==> src/rtl/ampd_pkg.sv <==
// ----------------------------------------------------------------------------
// ampd_pkg: shared types and constants of the min/max peak decimator
// Widths of the sample path, the configuration registers and the window
// record that travels from the front end to the result drain.
// ----------------------------------------------------------------------------
`default_nettype none

package ampd_pkg;

  // channel and sample sizing
  localparam int MAX_CHANNELS = 8;
  localparam int SAMPLE_BITS  = 16;
  localparam int CH_W         = (MAX_CHANNELS > 1) ? $clog2(MAX_CHANNELS) : 1;
  localparam int CNT_W        = $clog2(MAX_CHANNELS + 1);
  localparam int MAG_W        = SAMPLE_BITS - 1;

  // configuration registers
  localparam int CCOUNT_W        = 4;
  localparam int RATE_W          = 19;
  localparam int CFG_DATA_W      = RATE_W;
  localparam int CFG_INDEX_W     = 2;
  localparam int PEAK_RATE_SHIFT = 11;
  localparam int WIN_W           = RATE_W - PEAK_RATE_SHIFT;

  localparam logic [CFG_INDEX_W-1:0] REG_CHANNEL_COUNT = CFG_INDEX_W'(0);
  localparam logic [CFG_INDEX_W-1:0] REG_RATE_HZ       = CFG_INDEX_W'(1);

  localparam logic [CCOUNT_W-1:0] CHANNEL_COUNT_RESET = CCOUNT_W'(2);
  localparam logic [RATE_W-1:0]   RATE_HZ_RESET       = RATE_W'(48000);

  // window ordinal
  localparam int INDEX_W = 32;

  // window queue
  localparam int QUEUE_DEPTH = 2;
  localparam int QPTR_W      = (QUEUE_DEPTH > 1) ? $clog2(QUEUE_DEPTH) : 1;
  localparam int QCNT_W      = $clog2(QUEUE_DEPTH + 1);

  // one finished window, all channels
  typedef struct packed {
    logic [INDEX_W-1:0]                       index;
    logic [CNT_W-1:0]                         chans;
    logic                                     final_flag;
    logic [MAX_CHANNELS-1:0][SAMPLE_BITS-1:0] mins;
    logic [MAX_CHANNELS-1:0][MAG_W-1:0]       maxs;
  } window_t;

  // queue fill status
  typedef struct packed {
    logic full;
    logic empty;
  } queue_status_t;

endpackage

`default_nettype wire

==> src/rtl/ampd_front.sv <==
// ----------------------------------------------------------------------------
// ampd_front: sample intake and per-channel min/max folding
// Holds the configuration, the frame buffer and the running window extremes,
// and hands each finished window to the queue as one record.
// ----------------------------------------------------------------------------
`default_nettype none

module ampd_front (
  input  wire logic                                clk,
  input  wire logic                                rst,
  input  wire logic                                cfg_write_enable,
  input  wire logic [ampd_pkg::CFG_INDEX_W-1:0]    cfg_index,
  input  wire logic [ampd_pkg::CFG_DATA_W-1:0]     cfg_data,
  input  wire logic                                sample_valid,
  input  wire logic signed [ampd_pkg::SAMPLE_BITS-1:0] sample,
  input  wire logic                                end_of_stream,
  input  wire ampd_pkg::queue_status_t             qstat,
  output logic                                     sample_stall,
  output logic                                     push,
  output ampd_pkg::window_t                        push_data
);

  // configuration registers
  logic [ampd_pkg::CCOUNT_W-1:0] channel_count;
  logic [ampd_pkg::RATE_W-1:0]   rate_hz;

  // stream state
  logic [ampd_pkg::SAMPLE_BITS-1:0] frame_buffer [ampd_pkg::MAX_CHANNELS];
  logic [ampd_pkg::MAX_CHANNELS-1:0][ampd_pkg::SAMPLE_BITS-1:0] channel_minimum;
  logic [ampd_pkg::MAX_CHANNELS-1:0][ampd_pkg::MAG_W-1:0]       channel_maximum;
  logic [ampd_pkg::CH_W-1:0]    channel_position;
  logic [ampd_pkg::WIN_W-1:0]   frames_in_window;
  logic [ampd_pkg::INDEX_W-1:0] window_counter;

  logic [ampd_pkg::CNT_W-1:0]   chans;
  logic [ampd_pkg::WIN_W-1:0]   win;
  logic                         active;
  logic                         accept;
  logic [ampd_pkg::CNT_W-1:0]   pos_inc;
  logic                         frame_done;
  logic [ampd_pkg::WIN_W-1:0]   frames_next;
  logic                         emit;
  logic [ampd_pkg::MAX_CHANNELS-1:0][ampd_pkg::SAMPLE_BITS-1:0] min_next;
  logic [ampd_pkg::MAX_CHANNELS-1:0][ampd_pkg::MAG_W-1:0]       max_next;

  // configuration write
  always_ff @(posedge clk) begin
    if (rst) begin
      channel_count <= ampd_pkg::CHANNEL_COUNT_RESET;
      rate_hz       <= ampd_pkg::RATE_HZ_RESET;
    end else if (cfg_write_enable) begin
      case (cfg_index)
        ampd_pkg::REG_CHANNEL_COUNT: channel_count <= cfg_data[ampd_pkg::CCOUNT_W-1:0];
        ampd_pkg::REG_RATE_HZ:       rate_hz       <= cfg_data[ampd_pkg::RATE_W-1:0];
        default: ;
      endcase
    end
  end

  // effective channel count and window length
  always_comb begin
    if ({1'b0, channel_count} > (ampd_pkg::CCOUNT_W + 1)'(ampd_pkg::MAX_CHANNELS)) begin
      chans = ampd_pkg::CNT_W'(ampd_pkg::MAX_CHANNELS);
    end else begin
      chans = ampd_pkg::CNT_W'(channel_count);
    end
    win = rate_hz[ampd_pkg::RATE_W-1:ampd_pkg::PEAK_RATE_SHIFT];
    if (win == '0) begin
      win = ampd_pkg::WIN_W'(1);
    end
  end

  assign active       = (chans != '0) && (rate_hz != '0);
  assign sample_stall = qstat.full;
  assign accept       = sample_valid && !sample_stall;

  // frame completion and window fill
  assign pos_inc     = ampd_pkg::CNT_W'(channel_position) + ampd_pkg::CNT_W'(1);
  assign frame_done  = (pos_inc >= chans);
  assign frames_next = frames_in_window + ampd_pkg::WIN_W'(frame_done);
  assign emit        = active && ((frames_next >= win) ||
                                  (end_of_stream && (frames_next != '0)));

  // fold the completed frame into each active channel (below chans) in parallel
  always_comb begin
    logic [ampd_pkg::SAMPLE_BITS-1:0] s;
    for (int c = 0; c < ampd_pkg::MAX_CHANNELS; c++) begin
      s = (ampd_pkg::CH_W'(c) == channel_position) ? sample : frame_buffer[c];
      min_next[c] = channel_minimum[c];
      max_next[c] = channel_maximum[c];
      if (frame_done && (ampd_pkg::CNT_W'(c) < chans)) begin
        if ($signed(s) < $signed(channel_minimum[c])) begin
          min_next[c] = s;
        end
        if (!s[ampd_pkg::SAMPLE_BITS-1] && (s[ampd_pkg::MAG_W-1:0] > channel_maximum[c])) begin
          max_next[c] = s[ampd_pkg::MAG_W-1:0];
        end
      end
    end
  end

  // window record toward the queue
  assign push                 = accept && emit;
  assign push_data.index      = window_counter;
  assign push_data.chans      = chans;
  assign push_data.final_flag = end_of_stream;
  assign push_data.mins       = min_next;
  assign push_data.maxs       = max_next;

  // frame buffer write, no reset
  always_ff @(posedge clk) begin
    if (accept && active) begin
      frame_buffer[channel_position] <= sample;
    end
  end

  // stream state update
  always_ff @(posedge clk) begin
    if (rst) begin
      channel_minimum  <= '0;
      channel_maximum  <= '0;
      channel_position <= '0;
      frames_in_window <= '0;
      window_counter   <= '0;
    end else if (accept) begin
      if (end_of_stream) begin
        channel_minimum  <= '0;
        channel_maximum  <= '0;
        channel_position <= '0;
        frames_in_window <= '0;
        window_counter   <= '0;
      end else if (active) begin
        channel_position <= frame_done ? '0 : pos_inc[ampd_pkg::CH_W-1:0];
        if (emit) begin
          channel_minimum  <= '0;
          channel_maximum  <= '0;
          frames_in_window <= '0;
          window_counter   <= window_counter + ampd_pkg::INDEX_W'(1);
        end else begin
          channel_minimum  <= min_next;
          channel_maximum  <= max_next;
          frames_in_window <= frames_next;
        end
      end
    end
  end

  // a pushed window always carries at least one channel
  a_push_chans: assert property (@(posedge clk) disable iff (rst)
    push |-> (push_data.chans != '0))
    else $error("window pushed with no channels");

  // nothing is pushed into a full queue
  a_push_room: assert property (@(posedge clk) disable iff (rst)
    push |-> !qstat.full)
    else $error("window pushed while queue full");

  // an end-of-stream transaction leaves the stream state cleared
  a_eos_clear: assert property (@(posedge clk) disable iff (rst)
    (accept && end_of_stream) |=> ((channel_position == '0) &&
                                   (frames_in_window == '0) &&
                                   (window_counter == '0)))
    else $error("stream state not cleared after end of stream");

endmodule

`default_nettype wire

==> src/rtl/ampd_queue.sv <==
// ----------------------------------------------------------------------------
// ampd_queue: short queue of finished windows
// Decouples the intake side from the result drain; holds whole window records.
// ----------------------------------------------------------------------------
`default_nettype none

module ampd_queue (
  input  wire logic               clk,
  input  wire logic               rst,
  input  wire logic               push,
  input  wire ampd_pkg::window_t  push_data,
  input  wire logic               pop,
  output ampd_pkg::window_t       head,
  output ampd_pkg::queue_status_t qstat
);

  ampd_pkg::window_t              entries [ampd_pkg::QUEUE_DEPTH];
  logic [ampd_pkg::QPTR_W-1:0]    wr_ptr;
  logic [ampd_pkg::QPTR_W-1:0]    rd_ptr;
  logic [ampd_pkg::QCNT_W-1:0]    count;

  // pointer wrap helper
  function automatic logic [ampd_pkg::QPTR_W-1:0] ptr_inc(
    input logic [ampd_pkg::QPTR_W-1:0] p
  );
    if (p == ampd_pkg::QPTR_W'(ampd_pkg::QUEUE_DEPTH - 1)) begin
      return '0;
    end
    return p + ampd_pkg::QPTR_W'(1);
  endfunction

  assign qstat.full  = (count == ampd_pkg::QCNT_W'(ampd_pkg::QUEUE_DEPTH));
  assign qstat.empty = (count == '0);
  assign head        = entries[rd_ptr];

  // entry storage, no reset
  always_ff @(posedge clk) begin
    if (push) begin
      entries[wr_ptr] <= push_data;
    end
  end

  // pointers and fill count
  always_ff @(posedge clk) begin
    if (rst) begin
      wr_ptr <= '0;
      rd_ptr <= '0;
      count  <= '0;
    end else begin
      if (push) begin
        wr_ptr <= ptr_inc(wr_ptr);
      end
      if (pop) begin
        rd_ptr <= ptr_inc(rd_ptr);
      end
      case ({push, pop})
        2'b10:   count <= count + ampd_pkg::QCNT_W'(1);
        2'b01:   count <= count - ampd_pkg::QCNT_W'(1);
        default: count <= count;
      endcase
    end
  end

  // no pop from an empty queue
  a_pop_data: assert property (@(posedge clk) disable iff (rst)
    pop |-> !qstat.empty)
    else $error("pop from empty queue");

  // fill count advances on a push without a pop
  a_count: assert property (@(posedge clk) disable iff (rst)
    (push && !pop) |=> (count == $past(count) + ampd_pkg::QCNT_W'(1)))
    else $error("queue count did not advance on push");

  // fill count never exceeds the depth
  a_bound: assert property (@(posedge clk) disable iff (rst)
    count <= ampd_pkg::QCNT_W'(ampd_pkg::QUEUE_DEPTH))
    else $error("queue overfilled");

endmodule

`default_nettype wire

==> src/rtl/ampd_back.sv <==
// ----------------------------------------------------------------------------
// ampd_back: result drain
// Walks the channels of the head window into the output register one per
// cycle unless the output stalls; releases the window after its last channel.
// ----------------------------------------------------------------------------
`default_nettype none

module ampd_back (
  input  wire logic                                 clk,
  input  wire logic                                 rst,
  input  wire ampd_pkg::window_t                    head,
  input  wire ampd_pkg::queue_status_t              qstat,
  output logic                                      pop,
  output logic                                      peak_valid,
  input  wire logic                                 peak_stall,
  output logic [ampd_pkg::INDEX_W-1:0]              peak_index,
  output logic [ampd_pkg::CH_W-1:0]                 peak_channel,
  output logic signed [ampd_pkg::SAMPLE_BITS-1:0]   peak_min,
  output logic [ampd_pkg::MAG_W-1:0]                peak_max,
  output logic                                      last_channel,
  output logic                                      final_peak
);

  logic [ampd_pkg::CH_W-1:0]  ch;
  logic [ampd_pkg::CNT_W-1:0] ch_inc;
  logic                       load;
  logic                       is_last;

  assign load    = !qstat.empty && (!peak_valid || !peak_stall);
  assign ch_inc  = ampd_pkg::CNT_W'(ch) + ampd_pkg::CNT_W'(1);
  assign is_last = (ch_inc == head.chans);
  assign pop     = load && is_last;

  // channel walk
  always_ff @(posedge clk) begin
    if (rst) begin
      ch <= '0;
    end else if (load) begin
      ch <= is_last ? '0 : ch_inc[ampd_pkg::CH_W-1:0];
    end
  end

  // output valid
  always_ff @(posedge clk) begin
    if (rst) begin
      peak_valid <= 1'b0;
    end else if (load) begin
      peak_valid <= 1'b1;
    end else if (!peak_stall) begin
      peak_valid <= 1'b0;
    end
  end

  // output payload
  always_ff @(posedge clk) begin
    if (load) begin
      peak_index   <= head.index;
      peak_channel <= ch;
      peak_min     <= head.mins[ch];
      peak_max     <= head.maxs[ch];
      last_channel <= is_last;
      final_peak   <= head.final_flag;
    end
  end

  // the channel walk stays inside the head window
  a_ch_range: assert property (@(posedge clk) disable iff (rst)
    !qstat.empty |-> (ampd_pkg::CNT_W'(ch) < head.chans))
    else $error("channel walk past window channel count");

  // a window is released only with its last channel on the output
  a_pop_last: assert property (@(posedge clk) disable iff (rst)
    pop |=> (peak_valid && last_channel))
    else $error("window released without last channel");

  // a fresh window starts its walk at channel zero
  a_walk_reset: assert property (@(posedge clk) disable iff (rst)
    pop |=> (ch == '0))
    else $error("channel walk not restarted");

endmodule

`default_nettype wire

==> src/rtl/audio_min_max_peak_decimator.sv <==
// ----------------------------------------------------------------------------
// audio_min_max_peak_decimator: per-channel min/max peak decimation
// Interleaved audio samples in, one min/max pair per channel per window out.
// ----------------------------------------------------------------------------
//   channel  | direction | handshake                 | payload
//   sample   | in        | sample_valid/sample_stall | sample, end_of_stream
//   peak     | out       | peak_valid/peak_stall     | peak_index .. final_peak
//   config   | in        | cfg_write_enable          | cfg_index, cfg_data
//
// One sample transaction per cycle while the window queue has room.
// Each finished window drains one result per channel, one per cycle unless
// the output stalls, via a two-entry queue; intake stalls only when full.
// Synchronous reset clears stream state and loads default configuration.
// Output stall holds the result register and, via the queue, the intake.
// ----------------------------------------------------------------------------
`default_nettype none

module audio_min_max_peak_decimator (
  input  wire logic                                 clk,
  input  wire logic                                 rst,
  input  wire logic                                 cfg_write_enable,
  input  wire logic [ampd_pkg::CFG_INDEX_W-1:0]     cfg_index,
  input  wire logic [ampd_pkg::CFG_DATA_W-1:0]      cfg_data,
  input  wire logic                                 sample_valid,
  output logic                                      sample_stall,
  input  wire logic signed [ampd_pkg::SAMPLE_BITS-1:0] sample,
  input  wire logic                                 end_of_stream,
  output logic                                      peak_valid,
  input  wire logic                                 peak_stall,
  output logic [ampd_pkg::INDEX_W-1:0]              peak_index,
  output logic [ampd_pkg::CH_W-1:0]                 peak_channel,
  output logic signed [ampd_pkg::SAMPLE_BITS-1:0]   peak_min,
  output logic [ampd_pkg::MAG_W-1:0]                peak_max,
  output logic                                      last_channel,
  output logic                                      final_peak
);

  ampd_pkg::window_t       push_data;
  ampd_pkg::window_t       head;
  ampd_pkg::queue_status_t qstat;
  logic                    push;
  logic                    pop;

  // intake and folding
  ampd_front u_front (
    .clk              (clk),
    .rst              (rst),
    .cfg_write_enable (cfg_write_enable),
    .cfg_index        (cfg_index),
    .cfg_data         (cfg_data),
    .sample_valid     (sample_valid),
    .sample           (sample),
    .end_of_stream    (end_of_stream),
    .qstat            (qstat),
    .sample_stall     (sample_stall),
    .push             (push),
    .push_data        (push_data)
  );

  // window queue
  ampd_queue u_queue (
    .clk       (clk),
    .rst       (rst),
    .push      (push),
    .push_data (push_data),
    .pop       (pop),
    .head      (head),
    .qstat     (qstat)
  );

  // result drain
  ampd_back u_back (
    .clk          (clk),
    .rst          (rst),
    .head         (head),
    .qstat        (qstat),
    .pop          (pop),
    .peak_valid   (peak_valid),
    .peak_stall   (peak_stall),
    .peak_index   (peak_index),
    .peak_channel (peak_channel),
    .peak_min     (peak_min),
    .peak_max     (peak_max),
    .last_channel (last_channel),
    .final_peak   (final_peak)
  );

endmodule

`default_nettype wire
==> config.mk <==
export PLATFORM = sky130hd
export DESIGN_NAME = audio_min_max_peak_decimator
export DESIGN_NICKNAME = d
export VERILOG_FILES = /design/src/rtl/ampd_pkg.sv /design/src/rtl/ampd_front.sv /design/src/rtl/ampd_queue.sv /design/src/rtl/ampd_back.sv /design/src/rtl/audio_min_max_peak_decimator.sv
export SDC_FILE = /design/constraint.sdc
export NUM_CORES = 2
export LEC_CHECK = 0
export BUFFER_PORTS_ARGS = -buffer_cell sky130_fd_sc_hd__clkbuf_2
export CORE_MARGIN = 8
export CORE_UTILIZATION = 35
export CTS_CLUSTER_DIAMETER = 60
export CTS_CLUSTER_SIZE = 24
export DETAILED_ROUTE_END_ITERATION = 6
export SETUP_SLACK_MARGIN = 0.02
export SLEW_MARGIN = 25
export SYNTH_ARGS = -nofsm -noshare
export SYNTH_HDL_FRONTEND = slang
export SYNTH_SLANG_ARGS = --single-unit
==> constraint.sdc <==
create_clock -name clk -period 18.2 [get_ports clk]
set_input_delay 3.64 -clock clk [delete_from_list [all_inputs] [get_ports clk]]
set_output_delay 3.64 -clock clk [all_outputs]
set_load 0.005 [all_outputs]
After elaboration in Yosys (flattened, before gate mapping)
Memory sizes are Yosys's and may differ from the RTL's. A register that Yosys moved wholly into a read port is not among the register bits.
Cells that the tools add are included.

cells by class
  $lt $le $gt $ge = 28
  equal/unequal tests = 13
  multiplexer cells = 81
  add/sub/neg operators = 8
  reductions and logical operators = 52

operators with widths
  operator                                            count
  2-to-1 mux 16 bit                                   25
  2-to-1 mux 128 bit                                  3
  2-to-1 mux 120 bit                                  3
  2-to-1 mux 15 bit                                   17
  < comparator 16 bit                                 8
  greater-than comparator 15 bit                      8
  2-to-1 mux 32 bit                                   3
  binary-select mux 16 bit (select 3 bit)             1
  binary-select mux 15 bit (select 3 bit)             1
  adder 32 x 1 -> 32 bit (second input constant)      1
  2-to-1 mux 8 bit                                    4
  logical AND 1 bit                                   24
  nonzero test 19 bit                                 1
  2-to-1 mux 1 bit                                    18
  < comparator 3 x 4 -> 1 bit (first input constant)  4
  == test 3 bit (first input constant)                4
  zero test 1 bit                                     12
  2-to-1 mux 3 bit                                    4
  adder 3 x 1 -> 4 bit (second input constant)        2
  adder 8 x 1 -> 8 bit                                1
  greater-or-equal comparator 8 bit                   1
  zero test 8 bit                                     1
  < comparator 1 x 4 -> 1 bit (first input constant)  2
  < comparator 2 x 4 -> 1 bit (first input constant)  2
  other kinds (22)                                    32

word-level totals
  bits of input ports = 43
  memories = 2
  output and inout port bits = 70
  word-level logic and storage cells = 216
  RAM bits = 698
  register bits after elaboration = 390

memory list
  name                  depth  bits a word  rd ports  clocked after memory_dff  wr ports  RTL line          text
  u_queue.entries       2      285          1         1                         1         ampd_queue.sv:17  ampd_pkg::window_t entries [ampd_pkg::QUEUE_DEPTH];
  u_front.frame_buffer  8      16           8         0                         1         ampd_front.sv:28  logic [ampd_pkg::SAMPLE_BITS-1:0] frame_buffer [ampd_pkg::MAX_CHANNELS];

Longest topological paths before layout
  depth after elaboration = 12
  mapped depth = 26
  mapped depth without buffers = 23

Hierarchy
Synthesis repeated with hierarchy kept, for this count alone.

second synthesis, totals
  cells, all modules = 3910
  area, all modules = 51540.7 um^2

modules (own cells, without submodules)
  module      instances  cells an instance  area an instance (um^2)  sequential area each (um^2)
  ampd_front  1          2793               25594.5                  10129.7
  ampd_queue  1          909                21623.2                  17216.5
  ampd_back   1          208                4322.9                   2122.0

Worst setup path before layout
Ideal clock, no wire load.

  path type = input port to flip-flop
  start point = input end_of_stream
  end point = memory u_queue.entries[0][0] in the netlist's numbering, enable pin
  buffers on the path = 1
  setup time = 938 ps
  data required time = 17262 ps
  stages = 6
  data arrival time = 16288 ps
  path slack = 974 ps
  path through = clkbuf_1 inv_1 a31o_2 o211ai_1 nand2_1 nor2_1

between the ends
  longest elaborated chain between the ends = 6

RTL lines
  what                                    RTL line                            text
  start: declaration                      audio_min_max_peak_decimator.sv:27  input wire logic end_of_stream,
  logical AND 1 bit                       ampd_front.sv:82                    (end_of_stream && (frames_next != '0)));
  logical OR 1 bit                        ampd_front.sv:81                    assign emit = active && ((frames_next >= win) ||
  logical AND 1 bit                       ampd_front.sv:81
  logical AND 1 bit                       ampd_front.sv:103                   assign push = accept && emit;
  2-to-1 mux 1 bit                        ampd_queue.sv:38                    if (push) begin
  2-to-1 mux 1 bit (implied by the code)  ampd_queue.sv:39                    entries[wr_ptr] <= push_data;
  end: declaration                        ampd_queue.sv:17

No other way between the ends.

Final worst setup path
  start point = register u_front.channel_count[3] in the netlist's numbering
  end point = memory u_queue.entries[0][235] in the netlist's numbering, enable pin

between the ends
  longest elaborated chain between the ends = 11
  elaborated cells between the ends (all ways) = 14
  those cells by class = add/sub (1); order compare (3); mux (3); reduce/logical (7)

RTL lines
  what                                                                          RTL line           text
  start: declaration                                                            ampd_front.sv:24   logic [ampd_pkg::CCOUNT_W-1:0] channel_count;
  start signal: assignment                                                      ampd_front.sv:49   channel_count <= ampd_pkg::CHANNEL_COUNT_RESET;
  start signal: assignment                                                      ampd_front.sv:53   ampd_pkg::REG_CHANNEL_COUNT: channel_count <= cfg_data[ampd_pkg::CCOUNT_W-1:0];
  greater-than comparator 4 bit                                                 ampd_front.sv:62   if ({1'b0, channel_count} > (ampd_pkg::CCOUNT_W + 1)'(ampd_pkg::MAX_CHANNELS)) begin
  2-to-1 mux 4 bit (*)                                                          ampd_front.sv:62
  parallel branches: the longest is 5 deep, another holds adder 8 x 1 -> 8 bit  -
  logical AND 1 bit (*)                                                         ampd_front.sv:81
  logical AND 1 bit (*)                                                         ampd_front.sv:103
  2-to-1 mux 1 bit (*)                                                          ampd_queue.sv:38
  2-to-1 mux 1 bit (implied by the code) (*)                                    ampd_queue.sv:39

Every way passes the cells marked *.

==> metrics <==
crit share post-route=between 40 and 50%; DRT iter0 DRCs=2,682; Worst path depth=20; worst r2r path cells=20; Core Area=~140,000 sq um; TritonCTS Buffers=83; Die H=approximately 390 um; Period minus WS final=about 9.1 ns; R2R Path Start=u_front.channel_count[3]; die footprint=153,000 sq um; crit path cell chain=inv_1, nand2_1, ha_1, a2111oi_2, or2_1, inv_2, ha_1, ha_1, nand3_2, xnor2_1, ha_1, a21o_1, a21oi_1, o21a_1, maj3_2, o211ai_1, nand2_1, nor2_4, buf_4, buf_4; gr busiest metal=met2; detail-routed via count per cell=5.37; final clock skew=0.0505 ns; Setup Crit Path Kind=flop to flop; number of global-route vias before repair=29,300; Post-route DRC=0; Mean Syn Cell Area=between 10 and 15 sq um; clk root buf=clkbuf_16; outcome=finished, final reports clean; CP dominant cell by count=ha_1; slew at the pin closest to its max-slew limit=approximately 1.0 ns; first-pass GRT wire length=around 200 mm; Worst Path Arrival=9.41 ns; sequential share of the synthesized area=around 60%; post-cts sizing count=0; WP buf/inv=4; router iterations before antenna repair=6; CP Max Fanout=between 70 and 80; CTS Hold Buffers Added=0; final antenna-violating net count=0; Initial Utilization=roughly a third; # setup viols final=0; Skew-Pair Late Insertion Delay=about 0.71 ns; I/O pin count=around 110; Leak=between 15 and 20 nW; Die W=391 um; final instance area=about 55,000 sq um; H-tree Lvls=3; GR Util met3=3.97%; commonest non-fill, non-tap cells in the layout=edfxtp_1, inv_1, dfxtp_1; CTS tree=done; Peak Freq=110 MHz; RSZ-0062 raised after global routing=false; gr ovfl total=0; critical path endpoint category=flop; Startpoint Class=flop; Synthesized Nets=between 4,000 and 5,000; ratio of cells with drive above 1 in the final layout=~16%; yosys warns=0; crit-path leading delay family=buffers and inverters; Worst path slowest cell=dfxtp_1; PortBufs=roughly 110; Critical Path Max Stage Delay=between 0.8 and 0.9 ns; via count=slightly above 30,000; final slew viol count=0; TNS Setup=0 ns; Post-synth EDFFs=766; GPL Wtd Cong=~0.88; power per standard cell area=between 90 and 100 nW/um^2; DP Wirelength=97.3 mm; per-cell routed wire length=about 24 um; cell area after synthesis=roughly 49,000 sq um; max_cap viols=0; Primary FF master, synth=edfxtp_1; largest net degree at the start of global routing=about 180; worst reg2reg path endpoint=u_queue.entries[0][235]; GR met1 Demand/Resource=25.8%; Std-Cell Rows=around 140; maximum vdd ir drop=~0.072 mV; Data required, critical path=approximately 19 ns; Max-slew headroom=between 30 and 40%; flop2flop setup slack=~9 ns; met2 Use GR=between 20% and 30%; Area Growth Syn to Fin=11.7%; Final Hold Viols=0; final cell count without fillers=about 5,800; #FFs+latches synth=about 1,100; commonest non-fill, non-tap cell in the layout=edfxtp_1; Tot GR Track Use=between 10% and 20%; initial antenna violation count=9; Setup crit end=u_queue.entries[0][235]; CTS Buffer Depth=3; clock sinks=1,089; final net count=slightly above 4,000; worst min path class=flop to flop; utilization after layout=between 30 and 40%; post-synthesis async set-or-reset flop share=0%; Routed WL=138 mm; Clk pin slew, worst setup/hold paths=0.08 ns; Mapped Cells=approximately 3,700; Placed Cells incl. Taps=roughly 5,600; crit path from=u_front.channel_count[3]; postcts setup bufs=0; Yosys cell types=90; Placement Cell Area=51,900 sq um
==> state kept, by name (all words and copies together), names as in the netlist, 2 cells and up, named ones only <==
register                  cells
u_back.ch                     3
u_back.peak_channel           3
u_back.peak_index            32
u_back.peak_max              15
u_back.peak_min              16
u_front.channel_count         4
u_front.channel_maximum     120
u_front.channel_minimum     128
u_front.channel_position      3
u_front.frame_buffer        128
u_front.frames_in_window      8
u_front.rate_hz              19
u_front.window_counter       32
u_queue.count                 2
u_queue.entries             570
==> worst min-delay path by stage <==
stage,from,cells past startpoint,slack (ns),to
after global placement,u_front.channel_minimum[97],1,0.44,u_front.channel_minimum[97]
after detailed placement,u_front.channel_minimum[79],1,0.45,u_front.channel_minimum[79]
after CTS,u_front.rate_hz[10],2,0.46,u_front.rate_hz[10]
final,u_front.channel_minimum[79],1,0.47,u_front.channel_minimum[79]
after floorplan,u_back.ch[2],0,0.41,u_back.peak_channel[2]
after global routing,u_front.channel_minimum[102],1,0.48,u_front.channel_minimum[102]
==> cell families (layout without fill, tap and decap cells) <==
logic type               Yosys count  after routing  share of synthesized area [%]
AO/OA/AOI/OAI                    839            839                           11.6
XOR/XNOR                          18             18                          0.320
adder cells (fa/ha/maj)          264            264                           6.70
buffers and inverters            537            684                           4.34
flip-flops                      1089           1089                           59.9
multiplexers                     327            327                           10.9
other                              0              4                              0
AND/OR/NAND/NOR                  671            671                           6.37
==> through the flow <==
stage	hold WS [ns]	total power, mW	setup slack [ns]
floorplan	0.406	2.98	0.974
finish	0.465	5.10	9.12
detailed placement	0.446	3.13	9.07
global placement	0.444	3.13	9.16
CTS	0.464	5.14	9.08
global route	0.482	5.25	8.50
==> routing by layer <==
metal / wire length [um] / vias to the layer above
met2: 60400 / 998
met5: 13 / -
li1: - / 14300
met3: 11100 / 161
met4: 3150 / 2
met1: 63500 / 15500
==> cell type report <==
class	instances	area, sq um
Clock buffer	91	2200
Antenna cell	4	10.0
Fill cell	13200	84500
Clock inverter	63	840
Multi-Input combinational cell	2119	17800
Inverter	364	1370
Sequential cell	1089	29500
Tap cell	1876	2350
Timing Repair Buffer	166	1010
==> synth_stat cells (44+ instances only) <==
cell type	number	share of area, %
edfxtp_1	766	47
inv_1	362	2.8
clkbuf_1	89	0.68
nand3_1	47	0.48
mux4_2	155	7.1
buf_2	44	0.45
mux2_2	70	1.6
dfxtp_1	323	13
o21ai_0	252	2.6
a22o_1	63	1.1
nor2_1	124	0.95
a21oi_1	160	1.6
o2bb2ai_1	182	3.2
nand2_1	301	2.3
ha_1	262	6.7
mux2i_1	97	2.0
==> power by group <==
| part | switching [mW] | total (mW) | internal [mW] |
|---|---|---|---|
| Sequential | 0.0218 | 2.72 | 2.70 |
| Combinational | 0.247 | 0.355 | 0.108 |
| Clock | 1.03 | 2.03 | 0.993 |
| Total | 1.30 | 5.10 | 3.80 |
(Power assumes the default switching activity.)
